<file path="src/pdlf_pkg.sv">
// Shared constants and types for the PD line-follow steering block.
`timescale 1ns / 1ps
package pdlf_pkg;

	localparam int SAMPLE_BITS_DEF = 10;
	localparam int SETPOINT_BITS   = 10;
	localparam int GAIN_BITS       = 16;
	localparam int THR_BITS        = 16;
	localparam int SPEED_BITS      = 7;
	localparam int OUT_BITS        = 8;
	localparam int MIX_BITS        = 10;
	localparam int MAG_BITS        = 17;
	localparam int SCALED_BITS     = 18;
	localparam int FRAC_BITS       = 8;
	localparam int NEG_SCALE       = 358;
	localparam int ADDR_BITS       = 5;
	localparam int DATA_BITS       = 32;

	localparam logic [SETPOINT_BITS-1:0] SETPOINT_RST  = 10'd512;
	localparam logic [GAIN_BITS-1:0]     KP_GAIN_RST   = 16'd256;
	localparam logic [GAIN_BITS-1:0]     KD_GAIN_RST   = 16'd0;
	localparam logic [THR_BITS-1:0]      THRESHOLD_RST = 16'd7287;
	localparam logic [SPEED_BITS-1:0]    BASE_RST      = 7'd10;
	localparam logic [SPEED_BITS-1:0]    MAX_RST       = 7'd85;

	typedef enum logic [2:0] {
		REG_SETPOINT  = 3'd0,
		REG_KP_GAIN   = 3'd1,
		REG_KD_GAIN   = 3'd2,
		REG_THRESHOLD = 3'd3,
		REG_BASE      = 3'd4,
		REG_MAX       = 3'd5
	} reg_idx_t;

	typedef enum logic [2:0] {
		ST_IDLE,
		ST_PROP,
		ST_DERIV,
		ST_MAG,
		ST_SCALE,
		ST_DONE
	} state_t;

endpackage

</file>
<file path="src/pd_line_follow_steering_top.sv">
// Top level of the PD line-follow steering block.
`timescale 1ns / 1ps
// Usage:
//   s_* stream carries one light sample per beat; m_* stream returns one beat with
//   the left and right motor speeds for every sample, in order.
//   The APB port writes and reads setpoint, gains, turn threshold, base and max speed;
//   write it only while no sample is in flight.
//   Each sample runs through PROP, DERIV, MAG, SCALE and DONE before m_tvalid: one shared
//   signed multiplier forms kp*error, then kd*delta, then the 358/256 scale of a negative
//   pd in PROP, DERIV and SCALE, with the magnitude step in MAG and steering in DONE.
//   s_tready is high only while the sequencer is idle, so no new sample is taken
//   until the last one has passed DONE.
//   The result sits in an output register; the next sample is accepted while it
//   waits. A stalled m_tready holds the sequencer at its last step until the
//   register frees.
//   Reset loads the register defaults, clears the previous error and empties the
//   output register.
module pd_line_follow_steering_top
	import pdlf_pkg::*;
#(
	parameter int SAMPLE_BITS = SAMPLE_BITS_DEF
) (
	input  logic                                clk,
	input  logic                                arst_n,
	input  logic                                s_tvalid,
	output logic                                s_tready,
	input  logic [((SAMPLE_BITS+7)/8)*8-1:0]    s_tdata,   // light_sample
	output logic                                m_tvalid,
	input  logic                                m_tready,
	output logic [2*OUT_BITS-1:0]               m_tdata,   // left_speed, right_speed
	input  logic                                psel,
	input  logic                                penable,
	input  logic                                pwrite,
	input  logic [ADDR_BITS-1:0]                paddr,
	input  logic [DATA_BITS-1:0]                pwdata,
	output logic [DATA_BITS-1:0]                prdata,
	output logic                                pready
);

	localparam int EW = ((SAMPLE_BITS > SETPOINT_BITS) ? SAMPLE_BITS : SETPOINT_BITS) + 1;
	localparam int DW = EW + 1;
	localparam int MA = (DW > MAG_BITS + 1) ? DW : MAG_BITS + 1;
	localparam int MB = GAIN_BITS + 1;
	localparam int PW = MA + MB;
	localparam int AW = EW + GAIN_BITS + 2;

	state_t state_q, state_n;

	logic [SETPOINT_BITS-1:0]    setpoint_q;
	logic signed [GAIN_BITS-1:0] kp_gain_q;
	logic signed [GAIN_BITS-1:0] kd_gain_q;
	logic [THR_BITS-1:0]         thr_q;
	logic [SPEED_BITS-1:0]       base_q;
	logic [SPEED_BITS-1:0]       max_q;

	logic signed [EW-1:0]        last_err_q;
	logic signed [EW-1:0]        err_q;
	logic signed [DW-1:0]        diff_q;
	logic signed [AW-1:0]        acc_q;
	logic [SCALED_BITS-1:0]      mag_q;
	logic                        neg_q;
	logic                        m_tvalid_q;
	logic [2*OUT_BITS-1:0]       m_tdata_q;

	logic signed [EW-1:0]        err_n;
	logic signed [DW-1:0]        diff_n;
	logic signed [MA-1:0]        mul_a;
	logic signed [MB-1:0]        mul_b;
	logic signed [PW-1:0]        mul_p;
	logic signed [AW-1:0]        prod_w;
	logic signed [AW-1:0]        abs_w;
	logic [MAG_BITS-1:0]         mag_w;
	logic                        cfg_wr;
	logic                        in_acc;
	logic                        out_free;
	logic                        spin;
	logic signed [MIX_BITS-1:0]  p_w;
	logic signed [MIX_BITS-1:0]  base_w;
	logic signed [MIX_BITS-1:0]  left_w;
	logic signed [MIX_BITS-1:0]  right_w;
	logic signed [OUT_BITS-1:0]  left_sat;
	logic signed [OUT_BITS-1:0]  right_sat;

	function automatic logic signed [OUT_BITS-1:0] sat_speed(
		input logic signed [MIX_BITS-1:0] v,
		input logic [SPEED_BITS-1:0]      lim
	);
		logic signed [MIX_BITS-1:0] hi;
		logic signed [MIX_BITS-1:0] lo;
		logic signed [MIX_BITS-1:0] r;
		hi = $signed(MIX_BITS'(lim));
		lo = -hi;
		if (v > hi) begin
			r = hi;
		end else if (v < lo) begin
			r = lo;
		end else begin
			r = v;
		end
		return r[OUT_BITS-1:0];
	endfunction

	assign pready   = 1'b1;
	assign cfg_wr   = psel & penable & pwrite & pready;
	assign in_acc   = s_tvalid & s_tready;
	assign out_free = ~m_tvalid_q | m_tready;
	assign m_tvalid = m_tvalid_q;
	assign m_tdata  = m_tdata_q;

	always_ff @(posedge clk or negedge arst_n) begin
		if (!arst_n) begin
			setpoint_q <= SETPOINT_RST;
			kp_gain_q  <= KP_GAIN_RST;
			kd_gain_q  <= KD_GAIN_RST;
			thr_q      <= THRESHOLD_RST;
			base_q     <= BASE_RST;
			max_q      <= MAX_RST;
		end else if (cfg_wr) begin
			case (reg_idx_t'(paddr[ADDR_BITS-1:2]))
				REG_SETPOINT:  setpoint_q <= pwdata[SETPOINT_BITS-1:0];
				REG_KP_GAIN:   kp_gain_q  <= pwdata[GAIN_BITS-1:0];
				REG_KD_GAIN:   kd_gain_q  <= pwdata[GAIN_BITS-1:0];
				REG_THRESHOLD: thr_q      <= pwdata[THR_BITS-1:0];
				REG_BASE:      base_q     <= pwdata[SPEED_BITS-1:0];
				REG_MAX:       max_q      <= pwdata[SPEED_BITS-1:0];
				default:       ;
			endcase
		end
	end

	always_comb begin
		case (reg_idx_t'(paddr[ADDR_BITS-1:2]))
			REG_SETPOINT:  prdata = DATA_BITS'(setpoint_q);
			REG_KP_GAIN:   prdata = DATA_BITS'(kp_gain_q);
			REG_KD_GAIN:   prdata = DATA_BITS'(kd_gain_q);
			REG_THRESHOLD: prdata = DATA_BITS'(thr_q);
			REG_BASE:      prdata = DATA_BITS'(base_q);
			REG_MAX:       prdata = DATA_BITS'(max_q);
			default:       prdata = '0;
		endcase
	end

	// error and delta from the new sample
	assign err_n  = $signed(EW'(s_tdata[SAMPLE_BITS-1:0]) - EW'(setpoint_q));
	assign diff_n = DW'(err_n) - DW'(last_err_q);

	// shared multiplier
	assign mul_p  = mul_a * mul_b;
	assign prod_w = mul_p[AW-1:0];

	// magnitude of pd, clamped where the outcome is a spin turn anyway
	assign abs_w = acc_q[AW-1] ? -acc_q : acc_q;
	assign mag_w = (|abs_w[AW-1:MAG_BITS]) ? {MAG_BITS{1'b1}} : abs_w[MAG_BITS-1:0];

	// steering decision
	assign spin   = mag_q >= SCALED_BITS'(thr_q);
	assign base_w = $signed(MIX_BITS'(base_q));
	assign p_w    = neg_q ? -$signed(MIX_BITS'(mag_q[FRAC_BITS+7:FRAC_BITS]))
	                      :  $signed(MIX_BITS'(mag_q[FRAC_BITS+7:FRAC_BITS]));

	always_comb begin
		if (spin && !neg_q) begin
			left_w  = -base_w;
			right_w = base_w;
		end else if (spin) begin
			left_w  = base_w;
			right_w = -base_w;
		end else begin
			left_w  = base_w - p_w;
			right_w = base_w + p_w;
		end
	end

	assign left_sat  = sat_speed(left_w, max_q);
	assign right_sat = sat_speed(right_w, max_q);

	always_comb begin
		state_n = state_q;
		case (state_q)
			ST_IDLE:  if (s_tvalid) state_n = ST_PROP;
			ST_PROP:  state_n = ST_DERIV;
			ST_DERIV: state_n = ST_MAG;
			ST_MAG:   state_n = ST_SCALE;
			ST_SCALE: state_n = ST_DONE;
			ST_DONE:  if (out_free) state_n = ST_IDLE;
			default:  state_n = ST_IDLE;
		endcase
	end

	always_comb begin
		s_tready = 1'b0;
		mul_a    = '0;
		mul_b    = '0;
		case (state_q)
			ST_IDLE: s_tready = 1'b1;
			ST_PROP: begin
				mul_a = MA'(err_q);
				mul_b = MB'(kp_gain_q);
			end
			ST_DERIV: begin
				mul_a = MA'(diff_q);
				mul_b = MB'(kd_gain_q);
			end
			ST_SCALE: begin
				mul_a = $signed(MA'(mag_q[MAG_BITS-1:0]));
				mul_b = MB'(NEG_SCALE);
			end
			default: ;
		endcase
	end

	always_ff @(posedge clk or negedge arst_n) begin
		if (!arst_n) begin
			state_q    <= ST_IDLE;
			last_err_q <= '0;
			m_tvalid_q <= 1'b0;
		end else begin
			state_q <= state_n;
			if (in_acc) begin
				last_err_q <= err_n;
			end
			if (state_q == ST_DONE && out_free) begin
				m_tvalid_q <= 1'b1;
			end else if (m_tready) begin
				m_tvalid_q <= 1'b0;
			end
		end
	end

	always_ff @(posedge clk) begin
		case (state_q)
			ST_IDLE: begin
				err_q  <= err_n;
				diff_q <= diff_n;
			end
			ST_PROP:  acc_q <= prod_w;
			ST_DERIV: acc_q <= acc_q + prod_w;
			ST_MAG: begin
				neg_q <= acc_q[AW-1];
				mag_q <= SCALED_BITS'(mag_w);
			end
			ST_SCALE: if (neg_q) mag_q <= mul_p[FRAC_BITS+SCALED_BITS-1:FRAC_BITS];
			ST_DONE: if (out_free) m_tdata_q <= {right_sat, left_sat};
			default: ;
		endcase
	end

endmodule

</file>
<file path="config.mk">
export PLATFORM = sky130hd
export DESIGN_NAME = pd_line_follow_steering_top
export DESIGN_NICKNAME = d
export VERILOG_FILES = /design/src/pdlf_pkg.sv /design/src/pd_line_follow_steering_top.sv
export SDC_FILE = /design/constraint.sdc
export NUM_CORES = 1
export LEC_CHECK = 0
export BUFFER_PORTS_ARGS = -buffer_cell sky130_fd_sc_hd__buf_2
export CAP_MARGIN = 0
export CORE_UTILIZATION = 30
export CTS_BUF_LIST = sky130_fd_sc_hd__clkbuf_16
export DETAILED_ROUTE_END_ITERATION = 8
export PLACE_DENSITY = 0.55
export SYNTH_ARGS = -nofsm -noshare
export SYNTH_HDL_FRONTEND = slang
export SYNTH_SLANG_ARGS = --single-unit
</file>
<file path="constraint.sdc">
create_clock -name clk -period 12.47 [get_ports clk]
set_input_delay 1.8705 -clock clk [delete_from_list [all_inputs] [get_ports clk]]
set_output_delay 1.8705 -clock clk [all_outputs]
set_load 0.005 [all_outputs]
</file>
==> results.cfg, run 1 <==
[cts]
cts_buffer_depth = 2
cts_setup_buffers = 0
clock-sinks = 174
htree_levels = 4
insertion_delay_ns = 0.49
cts_hold_buffers = 0
tritoncts = built
cts_buffers = 17
clk_pin_slew_ns = 0.07
cts-resized-gates = 0
clockRootBuffer = clkbuf_16

[timing]
fin_crit_ns = 10.97
whs_ns = 0.5083
worstMarginPinSlew_ns = 1.232
rsz0062_at_grt = false
clock_skew_ns = 0.01890
timing.final.ws_setup_ns = 1.501
fin_setup_tns_ns = 0
hold_viol = 0
finalSetupViolCount = 0
period_share_pct = 87.96
slew-limit-headroom_pct = 17.85
slew_viol_final = 0
fmax_mhz = 91.17

[placement]
gp_congestion = 0.8777
dpl_worst_slack_ns = 1.576
port_buffers = 85
dpl_cell_area_sq_um = 24230
hpwlAfterDp_microns = 51180

[synth]
synth_fp_nets = 3076
syn_inst = 2557
synthFlopType = edfxtp_1
synth_edf_count = 87
synth.distinct_cells = 78
syn_area_sq_um = 22810
synth.avg_cell_area_sq_um = 8.919
async_flop_share_pct = 50.00
ys_seq_area_share_pct = 21.09
yosys_warnings = 0
synth-seq-cells = 174

[cells_and_area]
antennaDiodeCount = 0
layout-drive-gt1-share_pct = 9.765
nets = 3107
stdcell_area_sq_um = 24790
syn2layout_area_growth_pct = 8.712

[floorplan]
num_rows = 100
die_y_microns = 277.7
core_area_sq_um = 74820
ioPinCount = 111
die-area_sq_um = 77130
die_w_microns = 277.7
start_util_pct = 30.48

[global_routing]
grt_max_degree = 66
grt_overflow_total = 0
antenna_found_initial = 0
grt_first_pass_wirelength_microns = 99150
grt_pass1_vias = 17460
grt_usage_pct = 16.46

[detailed_routing]
vias = 17210
drt_wl_total_microns = 60860
drc = 0
drtAntennaViolNets = 0
wl_per_cell_microns = 17.05
first_pass_iters = 8
drtIter0Drc = 973
vias_per_cell = 4.821

[setup_path]
required_ns = 12.71
worstSetupStartpointType = flop
crit_top_cell = fa_1
slowest_delay_ns = 0.80
cp_max_fo = 14
arrival_ns = 11.21
crit_type = flop to flop
endpoint_kind = flop
slowest_stage = nor2b_2

[flow_run]
cap_violations = 0

[worst_hold_path]
min_path_type = flop to flop

[outcome]
outcome = completed
-- through the flow --
step	std cells	utilization [%]
floorplan	2557	-
global placement	3538	32.38
CTS	3570	33.14
detailed placement	3538	32.38
finish	3570	33.14
global route	3570	33.14
-- per-layer routing --
metal | track usage, % | wire length, microns | vias to the layer above
li1 | - | - | 8410
met1 | 22.00 | 28060 | 8416
met2 | 27.70 | 29120 | 337
met3 | 2.687 | 2705 | 48
met4 | 3.811 | 974 | 0
met5 | 0 | 0 | -
-- critical path: cells and delay by family (launching register included) --
family          cells  cell delay [ns]
mux                 1             0.26
compound gates     10             2.50
buf+inv             5             0.53
simple gates        8             2.64
fa+ha+maj           8             3.79
xor+xnor            2             0.48
flops               1             0.53
-- cells in the mapped netlist (all sizes together), types with 10 or more instances --
| master | count | area, sq um |
|---|---|---|
| a22oi | 47 | 357.8 |
| inv | 437 | 1640 |
| o21ai | 127 | 635.6 |
| xor2 | 43 | 376.6 |
| buf | 31 | 187.7 |
| ha | 196 | 2452 |
| nor3 | 24 | 125.1 |
| dfrtp | 70 | 1752 |
| or3 | 13 | 81.33 |
| o31ai | 15 | 112.6 |
| o21bai | 14 | 105.1 |
| a211oi | 15 | 112.6 |
| nand4 | 13 | 81.33 |
| a31oi | 11 | 68.82 |
| mux2i | 24 | 240.2 |
| nor2b | 28 | 175.2 |
| dfstp | 17 | 446.7 |
| clkbuf | 70 | 265.3 |
| a21oi | 112 | 560.5 |
| xnor2 | 82 | 718.2 |
| or2 | 10 | 62.56 |
| edfxtp | 87 | 2613 |
| mux2 | 68 | 765.7 |
| nor2 | 287 | 1077 |
| nand2 | 244 | 915.9 |
| nand2b | 22 | 137.6 |
| nand3 | 16 | 80.08 |
| fa | 263 | 5265 |
| a21o | 45 | 337.8 |
| o22ai | 11 | 68.82 |
| o21a | 13 | 97.59 |
| and2 | 12 | 75.08 |
-- registers in the layout, summed over array words and instances (netlist names), 11 cells and up --
register and flops:
acc_q 29, diff_q 12, err_q 11, kd_gain_q 16
kp_gain_q 16, last_err_q 11, m_tdata 16, mag_q 18
thr_q 16
-- cell families after synthesis --
family | after synthesis | share of synthesized area, %
AOI/OAI and AO/OA | 469 | 13.06
xor gates and xnor gates | 125 | 4.800
adders and majority gates | 459 | 33.84
buffers and inverters | 539 | 9.195
DFF | 174 | 21.09
muxes | 96 | 4.806
other | 1 | 0.01644
and+or+nand+nor | 694 | 13.19
-- area by class of cell --
type	count	area (sq um)
fill	7803	50030
multi-input combinational	1844	15930
sequential	174	4811
inverter	438	1644
tap	969	1212
timing repair buffer	113	638.1
clock buffer	17	425.4
clock inverter	15	137.6
-- path summary, 6_finish.rpt --
check	from	endpoint	slack (ns)	depth (start not counted)
setup / recovery	state_q[0]$_DFFE_PN0P_	acc_q[27]$_DFFE_PP_	1.50	34
hold / removal	last_err_q[10]$_DFFE_PN0P_	last_err_q[10]$_DFFE_PN0P_	0.51	1
setup reg to reg	state_q[0]$_DFFE_PN0P_	acc_q[27]$_DFFE_PP_	1.50	34
hold reg to reg	last_err_q[10]$_DFFE_PN0P_	last_err_q[10]$_DFFE_PN0P_	0.51	1
max in group asynchronous	arst_n	kp_gain_q[12]$_DFFE_PN0P_	9.99	2
min in group asynchronous	arst_n	max_q[1]$_DFFE_PN0P_	1.29	1
-- layout by cell type, fill, tap and decap left out, drive strengths merged, types with 7 or more instances in the layout --
cell / instances
o21a: 13
nor2b: 28
o31ai: 15
clkbuf: 17
a21boi: 9
or2: 10
mux2i: 24
a22oi: 47
dfstp: 17
or3: 13
and2: 12
nand4: 13
nor3: 24
xnor2: 82
xor2: 43
fa: 263
nand3b: 7
nand3: 16
nor2: 287
dfrtp: 70
a21oi: 112
o22ai: 11
nand2: 244
a211oi: 15
inv: 444
nor4: 7
mux2: 68
o21ai: 127
a22o: 8
o21bai: 14
nand2b: 22
a21o: 45
buf: 113
a31oi: 11
ha: 196
edfxtp: 87
Power of run 1 is not shown: default switching activity piles up to over one toggle a cycle in this logic, so the estimate is an artifact.
==> run 2: changes to the inputs <==
--- a/config.mk
+++ b/config.mk
@@ -5,12 +5,13 @@
 export SDC_FILE = /design/constraint.sdc
 export NUM_CORES = 1
 export LEC_CHECK = 0
-export BUFFER_PORTS_ARGS = -buffer_cell sky130_fd_sc_hd__buf_2
 export CAP_MARGIN = 0
 export CORE_UTILIZATION = 30
 export CTS_BUF_LIST = sky130_fd_sc_hd__clkbuf_16
 export DETAILED_ROUTE_END_ITERATION = 8
-export PLACE_DENSITY = 0.55
+export DONT_BUFFER_PORTS = 1
+export PLACE_DENSITY = 0.54
 export SYNTH_ARGS = -nofsm -noshare
 export SYNTH_HDL_FRONTEND = slang
 export SYNTH_SLANG_ARGS = --single-unit
+export TNS_END_PERCENT = 20
==> constraint.sdc (replaced) <==
create_clock -name clk -period 12.47 [get_ports clk]
set_input_delay 1.247 -clock clk [delete_from_list [all_inputs] [get_ports clk]]
set_output_delay 1.247 -clock clk [all_outputs]
set_load 0.005 [all_outputs]
==> run 2 against run 1 <==
Net effect:
- non-clock buffer count decreased by 84
- critical path depth unchanged
- setup slack improved by 0.16 ns
- final cell count decreased by 2.4%
- count of clock-buffer cells in the layout increased by 2
- routed wire length increased by 0.22%
- first-iteration DRC count decreased by 7.0%
- critical path type unchanged
- sequential share of layout area increased by 0.32 points
- design area decreased by 1.6%
- register-to-register slack improved by 0.16 ns
==> results.cfg, run 2 (same netlist as run 1, synthesis figures left out) <==
[setup_path]
cp_max_fo = 13
slowest_delay_ns = 0.64
endpoint = acc_q[27]$_DFFE_PP_
worstSetupStartpointType = flop
endpoint_kind = flop
crit_type = flop to flop
r2r_end = acc_q[27]$_DFFE_PP_
arrival_ns = 11.05
required_ns = 12.71
slowest_stage = nor2b_1
reg2reg_setup_slack_ns = 1.66
r2r_cells = 34
crit_top_cell = fa_1
startpoint = state_q[0]$_DFFE_PN0P_
r2r-start = state_q[0]$_DFFE_PN0P_

[cells_and_area]
largest_reg_flops = 29
syn2layout_area_growth_pct = 6.929
antennaDiodeCount = 0
layoutNonFillerInstCount = 3486
regMostFlops = acc_q
fill_cells = 7870
seq_area_sq_um = 4811
multi_input_area_sq_um = 15930
reg_top3 = acc_q x29, mag_q x18
final_cell_mix = inv_1, nor2_1, fa_1
layout-drive-gt1-share_pct = 6.873
nets = 3023
mostFrequentLayoutCell = inv_1

[cts]
insertion_delay_ns = 0.49
cts-resized-gates = 0
clockRootBuffer = clkbuf_16
htree_levels = 4
cts_buffers = 17
cts_hold_buffers = 0
cts_buffer_depth = 2
clock-sinks = 174
tritoncts = built
cts_setup_buffers = 0
clk_pin_slew_ns = 0.07

[timing]
fin_setup_tns_ns = 0
period_share_pct = 86.65
slew-limit-headroom_pct = 18.96
hold_viol = 0
fin_crit_ns = 10.81
fmax_mhz = 92.55
whs_ns = 0.4613
timing.final.ws_setup_ns = 1.665
worstMarginPinSlew_ns = 1.211
finalSetupViolCount = 0
slew_viol_final = 0
rsz0062_at_grt = false
clock_skew_ns = 0.01517

[global_routing]
grt_overflow_total = 0
grt_max_degree = 88
grt_pass1_vias = 17040
antenna_found_initial = 1
grt_first_pass_wirelength_microns = 98450
grt_usage_pct = 16.46

[floorplan]
num_rows = 100
die_w_microns = 277.7
die-area_sq_um = 77130
ioPinCount = 111
start_util_pct = 30.48
die_y_microns = 277.7
core_area_sq_um = 74820

[placement]
dpl.cell_count = 3454
gp_congestion = 0.8791
dpl_worst_slack_ns = 1.617
hpwlAfterDp_microns = 51000
port_buffers = 0

[detailed_routing]
drt_wl_total_microns = 61000
drc = 0
vias_per_cell = 4.864
drtIter0Drc = 905
vias = 16960
drtAntennaViolNets = 0
first_pass_iters = 5
wl_per_cell_microns = 17.50

[flow_run]
cap_violations = 0

[outcome]
outcome = completed

[worst_hold_path]
min_path_type = primary input to async pin
-- run 2: layout make-up --
| cell class | count | share of cell area (%) |
|---|---|---|
| inverter | 438 | 6.742 |
| timing repair buffer | 29 | 0.8927 |
| sequential | 174 | 19.73 |
| clock inverter | 13 | 0.4002 |
| multi-input combinational | 1844 | 65.32 |
| clock buffer | 19 | 1.950 |
| tap | 969 | 4.972 |
-- run 2: stage by stage --
step	cell area [sq um]	util, %
5_1_grt	24390	32.59
4_1_cts	24390	32.59
3_5_place_dp	23810	31.83
6_report	24390	32.59
2_1_floorplan	22810	-
3_3_place_gp	23810	31.83
-- run 2: layer usage --
metal	routed length (microns)	part of all wire (%)	up-vias	global-route usage, %
met3	2751	4.5	66	2.771
met1	28220	46	8340	22.25
li1	-	-	8224	-
met4	1565	2.6	0	5.086
met5	0	0	-	0
met2	28470	47	326	26.75
-- run 2: worst max-delay path, delay by kind of cell, from the launching register on --
family / cells / cell delay (ns)
muxes: 1 / 0.26
AOI/OAI and AO/OA: 10 / 2.58
DFF: 1 / 0.52
xor gates and xnor gates: 2 / 0.48
adders and majority gates: 8 / 3.82
buffers and inverters: 5 / 0.53
and+or+nand+nor: 8 / 2.39
-- run 2: worst min-delay path by stage --
stage	to	slack, ns	depth (start not counted)
2_1_floorplan	neg_q$_DFFE_PP_	0.47	0
3_3_place_gp	last_err_q[10]$_DFFE_PN0P_	0.49	1
3_5_place_dp	last_err_q[9]$_DFFE_PN0P_	0.50	1
4_1_cts	state_q[2]$_DFFE_PN0P_	0.41	0
5_1_grt	last_err_q[0]$_DFFE_PN0P_	0.43	0
6_report	last_err_q[0]$_DFFE_PN0P_	0.46	0
Power of run 2 is left out for the same reason.
